[src/sv/tccu_pkg.sv]
`timescale 1ns / 1ps
`default_nettype none
// ----------------------------------------------------------------------------
// tccu_pkg
// shared constants, types and the arctangent table of the compass heading unit
// ----------------------------------------------------------------------------
package tccu_pkg;

  localparam int unsigned TABLE_LEN    = 24;
  localparam int unsigned CORDIC_STEPS = 16;

  // 1/K in Q30, start value of the rotation cordic
  localparam logic signed [33:0] INV_GAIN_Q30 = 34'sd652032874;
  localparam logic signed [33:0] TURN_QUARTER = 34'sd1073741824;
  localparam logic signed [33:0] TURN_HALF    = 34'sd2147483648;

  // register indexes
  localparam logic [2:0] REG_OFFSET_X    = 3'd0;
  localparam logic [2:0] REG_OFFSET_Y    = 3'd1;
  localparam logic [2:0] REG_OFFSET_Z    = 3'd2;
  localparam logic [2:0] REG_TILT_ENABLE = 3'd3;

  typedef struct packed {
    logic signed [15:0] x;
    logic signed [15:0] y;
    logic signed [15:0] z;
  } cal_t;

  // atan(2^-i) in turn units, 2^32 = 2pi
  function automatic logic [31:0] atan_turn(input logic [4:0] idx);
    logic [31:0] r;
    case (idx)
      5'd0:  r = 32'd536870912;
      5'd1:  r = 32'd316933406;
      5'd2:  r = 32'd167458907;
      5'd3:  r = 32'd85004756;
      5'd4:  r = 32'd42667331;
      5'd5:  r = 32'd21354465;
      5'd6:  r = 32'd10679838;
      5'd7:  r = 32'd5340245;
      5'd8:  r = 32'd2670163;
      5'd9:  r = 32'd1335087;
      5'd10: r = 32'd667544;
      5'd11: r = 32'd333772;
      5'd12: r = 32'd166886;
      5'd13: r = 32'd83443;
      5'd14: r = 32'd41722;
      5'd15: r = 32'd20861;
      5'd16: r = 32'd10430;
      5'd17: r = 32'd5215;
      5'd18: r = 32'd2608;
      5'd19: r = 32'd1304;
      5'd20: r = 32'd652;
      5'd21: r = 32'd326;
      5'd22: r = 32'd163;
      5'd23: r = 32'd81;
      default: r = 32'd0;
    endcase
    return r;
  endfunction

  // subtract offset and clamp to signed 16 bits
  function automatic logic signed [15:0] sub_sat16(input logic signed [15:0] a,
                                                   input logic signed [15:0] b);
    logic signed [16:0] d;
    d = 17'(a) - 17'(b);
    if (d > 17'sd32767) begin
      return 16'sh7fff;
    end else if (d < -17'sd32768) begin
      return 16'sh8000;
    end
    return d[15:0];
  endfunction

endpackage
`default_nettype wire

[src/sv/tccu_sincos.sv]
`timescale 1ns / 1ps
`default_nettype none
// ----------------------------------------------------------------------------
// tccu_sincos
// pipelined rotation cordic, cos and sin in Q30 of a half-turn angle
// ----------------------------------------------------------------------------
module tccu_sincos #(
  parameter int unsigned STEPS = tccu_pkg::CORDIC_STEPS
) (
  input  wire logic               clk,
  input  wire logic               en,
  input  wire logic signed [15:0] angle,
  output logic signed [31:0]      cos_q,
  output logic signed [31:0]      sin_q
);

  logic signed [33:0] x_q [STEPS];
  logic signed [33:0] y_q [STEPS];
  logic signed [33:0] z_q [STEPS];
  logic               neg_q [STEPS];

  logic signed [33:0] z_fold;
  logic               neg_fold;

  // fold into [-pi/2, pi/2]
  always_comb begin
    z_fold   = {{2{angle[15]}}, angle, 16'b0};
    neg_fold = 1'b0;
    if (z_fold > tccu_pkg::TURN_QUARTER) begin
      z_fold   = z_fold - tccu_pkg::TURN_HALF;
      neg_fold = 1'b1;
    end else if (z_fold < -tccu_pkg::TURN_QUARTER) begin
      z_fold   = z_fold + tccu_pkg::TURN_HALF;
      neg_fold = 1'b1;
    end
  end

  for (genvar i = 0; i < STEPS; i++) begin : g_step
    logic signed [33:0] xp, yp, zp;
    logic               np;
    logic signed [33:0] at;
    if (i == 0) begin : g_first
      assign xp = tccu_pkg::INV_GAIN_Q30;
      assign yp = '0;
      assign zp = z_fold;
      assign np = neg_fold;
    end else begin : g_next
      assign xp = x_q[i-1];
      assign yp = y_q[i-1];
      assign zp = z_q[i-1];
      assign np = neg_q[i-1];
    end
    assign at = {2'b00, tccu_pkg::atan_turn(5'(i))};

    always_ff @(posedge clk) begin
      if (en) begin
        neg_q[i] <= np;
        if (zp >= 0) begin
          x_q[i] <= xp - (yp >>> i);
          y_q[i] <= yp + (xp >>> i);
          z_q[i] <= zp - at;
        end else begin
          x_q[i] <= xp + (yp >>> i);
          y_q[i] <= yp - (xp >>> i);
          z_q[i] <= zp + at;
        end
      end
    end
  end

  always_ff @(posedge clk) begin
    if (en) begin
      if (neg_q[STEPS-1]) begin
        cos_q <= 32'(-x_q[STEPS-1]);
        sin_q <= 32'(-y_q[STEPS-1]);
      end else begin
        cos_q <= x_q[STEPS-1][31:0];
        sin_q <= y_q[STEPS-1][31:0];
      end
    end
  end

endmodule
`default_nettype wire

[config.mk]
export PLATFORM = sky130hd
export DESIGN_NAME = tccu_sincos
export DESIGN_NICKNAME = d
export VERILOG_FILES = /design/src/sv/tccu_pkg.sv /design/src/sv/tccu_sincos.sv
export SDC_FILE = /design/constraint.sdc
export NUM_CORES = 2
export LEC_CHECK = 0
export ABC_CLOCK_PERIOD_IN_PS = 5400
export CORE_MARGIN = 2
export CORE_UTILIZATION = 39
export CTS_BUF_LIST = sky130_fd_sc_hd__clkbuf_4 sky130_fd_sc_hd__clkbuf_8
export CTS_CLUSTER_DIAMETER = 200
export DETAILED_ROUTE_END_ITERATION = 10
export DONT_BUFFER_PORTS = 1
export MAX_ROUTING_LAYER = met4
export PLACE_DENSITY = 0.67
export SYNTH_ARGS = -nofsm -noshare
export SYNTH_HDL_FRONTEND = slang
export SYNTH_SLANG_ARGS = --single-unit
[constraint.sdc]
create_clock -name clk -period 5.4 [get_ports clk]
set_input_delay 1.08 -clock clk [delete_from_list [all_inputs] [get_ports clk]]
set_output_delay 1.08 -clock clk [all_outputs]
set_load 0.1 [all_outputs]
# Word-level counts from Yosys, hierarchy flattened

Memories as Yosys holds them, arrays and structs flattened.
Index checks and enable logic that the tools add are counted.

Bits in registers: 64
RAM bits: 1648
Bits of input ports: 18
Output and inout bits: 64
Memories kept: 4

Memory list:

| name  | words | bits a word | rd ports | clocked after Yosys merged registers in | write ports | RTL line          | text |
|---|---|---|---|---|---|---|---|
| x_q   | 16    | 34          | 16       | 0                                       | 16          | tccu_sincos.sv:17 | `logic signed [33:0] x_q [STEPS];` |
| y_q   | 16    | 34          | 16       | 0                                       | 16          | tccu_sincos.sv:18 | `logic signed [33:0] y_q [STEPS];` |
| z_q   | 16    | 34          | 15       | 0                                       | 16          | tccu_sincos.sv:19 | `logic signed [33:0] z_q [STEPS];` |
| neg_q | 16    | 1           | 16       | 0                                       | 16          | tccu_sincos.sv:20 | `logic neg_q [STEPS];` |

Add/subtract/negate cells: 96
$lt $le $gt $ge: 18
Muxes and demuxes: 152
Bitwise gates (word level): 48

Operator list:

| cell                  | count |
|---|---|
| $mux W34              | 50 |
| $ge A34 B1 Y1 const B | 16 |
| $mux W1               | 100 |
| $add A34 B19 Y34      | 2 |
| $add A34 B20 Y34      | 2 |
| $add A34 B21 Y34      | 2 |
| $add A34 B22 Y34      | 2 |
| $add A34 B23 Y34      | 2 |
| $add A34 B24 Y34      | 2 |
| $add A34 B25 Y34      | 2 |
| $add A34 B26 Y34      | 2 |
| $add A34 B27 Y34      | 2 |
| $add A34 B28 Y34      | 2 |
| $add A34 B29 Y34      | 2 |
| $add A34 B30 Y34      | 2 |
| $add A34 B31 Y34      | 2 |
| $add A34 B32 Y34      | 2 |
| $add A34 B33 Y34      | 2 |
| $sub A34 B19 Y34      | 2 |
| $sub A34 B20 Y34      | 2 |
| $sub A34 B21 Y34      | 2 |
| $sub A34 B22 Y34      | 2 |
| $sub A34 B23 Y34      | 2 |
| $sub A34 B24 Y34      | 2 |
| other kinds (48)      | 106 |

# Longest topological paths before layout

Depth after elaboration: 8
Mapped depth: 22
Mapped depth without buffers: 21

# Worst setup path after synthesis

OpenSTA, ideal clock, no wires.

Kind: input to register
Start: input port en
End: memory x_q[9][33] (netlist: x_q[1][67]), data pin
Library setup time: 266 ps
Data arrival time: 5319 ps
Required time: 5134 ps
Path slack: -185 ps
Stages on the path: 19
Buffers on the path: 4
Cells stage by stage: clkbuf_1 clkbuf_1 nand2_1 inv_1 clkbuf_1 buf_1 nor2_1 xor2_1 ha_1 a21oi_1 o21ai_0 a31o_2 a21oi_2 o21ai_1 o22a_1 a221oi_2 nor3_1 a2111oi_2 xnor2_1

RTL lines:

| what               | RTL line          | text |
|---|---|---|
| start: declaration | tccu_sincos.sv:11 | `input wire logic en,` |
| end: declaration   | tccu_sincos.sv:17 |  |

==> impl_metrics.py <==
metrics = {
    "synth": {
        "synth_compound_area_share_pct": 20.2,
        "synth_edf_count": 1505,
        "ys_seq_area_share_pct": 36.4,
        "synth_ff_type": "edfxtp_1",
        "synth_fa_ha_area_share_pct": 14.5,
        "muxShareOfSynthArea_pct": 0.882,
        "async_reset_ff_share_pct": 0,
        "synth.avg_cell_area_um2": 9.69,
        "ys_ff_latch": 1505,
        "synth_xor_area_share_pct": 13.2,
        "synthSimpleGateAreaFrac_pct": 12.7,
        "synth_nets": 14300,
        "syn_inst": 12800,
        "synth_top_family_by_area": "compound AO/OA/AOI/OAI gates",
        "synth.distinct_cells": 96,
        "syn_area_mm2": 0.124,
        "yosysWarnings": 0,
    },
    "clocking": {
        "cts_max_level": 5,
        "cts.sinks": 1505,
        "hold_buffers": 0,
        "numCtsBuffers": 279,
        "clk_pin_slew_ps": 60,
        "clockRootBuffer": "clkbuf_8",
        "cts_max_path_buffers": 4,
        "tritoncts": "done",
        "clk_latency_ps": 1050,
    },
    "floorplan": {
        "core-area_mm2": 0.318,
        "num_rows": 207,
        "start_util_pct": 39.1,
        "fp.dieW_um": 569,
        "ios": 82,
        "die_area_mm2": 0.323,
        "die_h_um": 569,
    },
    "timing": {
        "fin_ws_ps": 286,
        "setup_viol": 0,
        "slew_headroom_pct": 10.0,
        "rsz0062_at_grt": "false",
        "drv_slew": 0,
        "fin_crit_ps": 5110,
        "hold_viol_final": 0,
        "holdWs_ps": 137,
        "max_freq_ghz": 0.196,
        "finClkSkew_ps": 108,
        "finalCritPeriodShare_pct": 94.7,
        "tightest_slew_ps": 1350,
    },
    "worst_setup_path": {
        "crit_buf_inv": 7,
        "crit_arrival_ps": 5900,
        "cp_slowest_cell": "o41ai_2",
        "worstPathRequired_ps": 6180,
        "cp-end-kind": "register",
        "timing_worst_setup_path_type": "input pin to register",
        "critPathMaxFanout": 208,
        "slowest_delay_ps": 420,
        "critPathMostFrequentCell": "buf_16",
        "start_kind": "input pin",
        "path_cells": "buf_16 > buf_16 > buf_16 > buf_16 > nand2_2 > inv_2 > mux2i_1 > ha_1 > nor2b_1 > o21ai_0 > a21boi_1 > o21ai_0 > buf_4 > a21oi_1 > o311ai_1 > buf_4 > a21oi_1 > o41ai_2 > a21oi_1 > a311oi_1 > xnor2_1",
        "critPathTopFamily": "compound AO/OA/AOI/OAI gates",
    },
    "layout": {
        "nets": 16900,
        "n_fill_cell": 29500,
        "instances_no_fill": 19800,
        "areaGrowthSynthToFinish_pct": 24.0,
        "drive_gt1_share_pct": 20.2,
    },
    "global_routing": {
        "grt_max_degree": 273,
        "gr-total-overflow": 0,
        "track_usage_pct": 20.1,
        "grt_first_pass_wirelength_mm": 521,
        "antenna_found_initial": 4,
        "grt_pass1_vias": 102000,
    },
    "outcome": {
        "status": "finished clean",
    },
    "drt": {
        "wirelength_mm": 324,
        "ant_nets": 0,
        "drt-wirelength-per-cell_um": 16.3,
        "drc_errors": 0,
        "firstDrtPassIters": 9,
        "via_count": 104000,
        "drt-initial-drc-count": 5824,
        "vias_per_cell": 5.25,
    },
    "job": {
        "maxCapViolCount": 0,
    },
    "place": {
        "gp_congestion": 0.938,
        "place.detailed.hpwl_mm": 259,
        "preCtsSetupSlack_ps": -2630,
        "dp.cells": 19300,
        "io_buffers": 0,
    },
    "hold_path": {
        "worstHoldPathType": "input pin to register",
    },
}
registers in the layout, summed over array words and instances (netlist names):
| register | flops |
|---|---|
| sin_q | 32 |
| y_q | 509 |
| neg_q | 16 |
| cos_q | 32 |
| x_q | 482 |
| z_q | 434 |
cells by family (layout without fill, tap and decap cells):
kind of cell,after synthesis,in the layout
xor gates and xnor gates,1866,1866
adders and majority gates,1417,1417
other,0,2
muxes,103,103
and+or+nand+nor,3275,3275
AOI/OAI and AO/OA,3953,3953
buffers and inverters,716,3543
DFF,1505,1505
path summary, 6_finish.rpt:
kind / endpoint / from / slack, ps / cells after the start
min: z_q[0][19]$_DFFE_PP_ / angle[3] / 140 / 0
max: y_q[0][100]$_DFFE_PP_ / en / 290 / 21
min reg2reg: neg_q[0][2]$_DFFE_PP_ / neg_q[0][1]$_DFFE_PP_ / 420 / 0
max reg2reg: y_q[1][67]$_DFFE_PP_ / x_q[1][9]$_DFFE_PP_ / 310 / 21
timing repair:
action | in CTS | in global routing
pin swaps | 0 | 7
setup buffers | 0 | 2
gates cloned | 6 | 4
hold endpoints to repair | 0 | 0
endpoints found under the setup margin | 221 | 31
gates resized for setup | 1 | 26
final cells by class:
type                            count  area, um^2  area share (%)
Antenna cell                        2        5.00         0.00325
Clock buffer                      345        4350            2.82
Clock inverter                    143        1260           0.816
Inverter                          531        1990            1.29
Multi-Input combinational cell  10600       76600            49.7
Sequential cell                  1505       45200            29.3
Tap cell                         4180        5230            3.39
Timing Repair Buffer             2524       19600            12.7
stage by stage:
step / TNS, ps / util (%) / instance area (um^2)
5_1_grt: 0 / 48.6 / 154000
3_5_place_dp: -609320 / 46.6 / 148000
6_report: 0 / 48.6 / 154000
3_3_place_gp: -562170 / 46.6 / 148000
2_1_floorplan: 0 / - / 124000
4_1_cts: 0 / 48.5 / 154000
synthesized netlist by cell type (all sizes together) (30+ instances only):
cell     instances  area share (%)
and3           125            0.63
nor3           276             1.1
nor2          1032             3.1
a21boi          59            0.36
edfxtp        1505              36
nand3          205            0.83
nand4           80            0.40
nor2b          173            0.87
inv            524             1.6
o31ai          135            0.82
or4             41            0.25
a2111oi         38            0.29
or3             80            0.40
o21a           203             1.2
nor4            88            0.48
mux2i           61            0.50
nand2          741             2.2
a21oi         1292             5.2
a21o           718             4.3
o41ai           67            0.50
nand3b          30            0.18
or2             58            0.29
a31oi          125            0.64
nand2b         214             1.1
and2            63            0.32
clkbuf         153            0.46
mux2            42            0.38
buf             32           0.098
o21bai         146            0.88
o211ai          59            0.36
a211oi         102            0.62
ha            1375              14
a31o            31            0.22
nor3b           30            0.19
xor2           625             4.4
o21ai          720             2.9
fa              42            0.68
xnor2         1240             8.8
cells in the final DEF (no fill, tap or decap), types with 63 or more instances in the layout:
master       n
o31ai_1    133
clkbuf_4    63
nand2_1    732
or3_1       80
xnor2_1   1239
a31oi_1    123
and3_1     125
ha_1      1375
xor2_1     625
buf_4     2486
nor2_1    1031
nor3_1     272
a21o_1     718
o21a_1     203
a211oi_1   101
nand3_1    205
nor4_1      83
clkinv_1    63
o21bai_1   146
a21oi_1   1287
nand4_1     80
o21ai_0    705
inv_1      517
and2_1      63
edfxtp_1  1505
nand2b_1   214
nor2b_1    173
clkbuf_8   282
layer usage:
| metal | routed length, um | GRT usage, % | part of all wire (%) | up-vias |
|---|---|---|---|---|
| met5 | 0 | - | 0 | - |
| met4 | 15000 | 8.84 | 4.6 | 0 |
| met3 | 10400 | 1.96 | 3.2 | 724 |
| met2 | 165000 | 36.6 | 51 | 1873 |
| met1 | 134000 | 22.0 | 41 | 48500 |
| li1 | - | - | - | 53000 |
worst reg2reg max path, stage by stage (launching register included):
cell and delay, ps:
edfxtp_1 390, or2_2 350, nor4_4 170, nand2b_1 120
or4_4 450, nor3_4 260, nand2_2 130, nor4_4 230
buf_4 170, nor2_1 50, xnor2_1 220, ha_1 310
a21o_1 170, a21o_1 160, a21o_1 200, a211oi_4 250
o31ai_4 150, o311ai_2 330, o21ai_1 130, or2_2 310
a31oi_1 200, xnor2_1 100
Power is left out: the tool's default activity adds up to more than one toggle a clock period on the data nets, which glitch-free logic cannot reach.
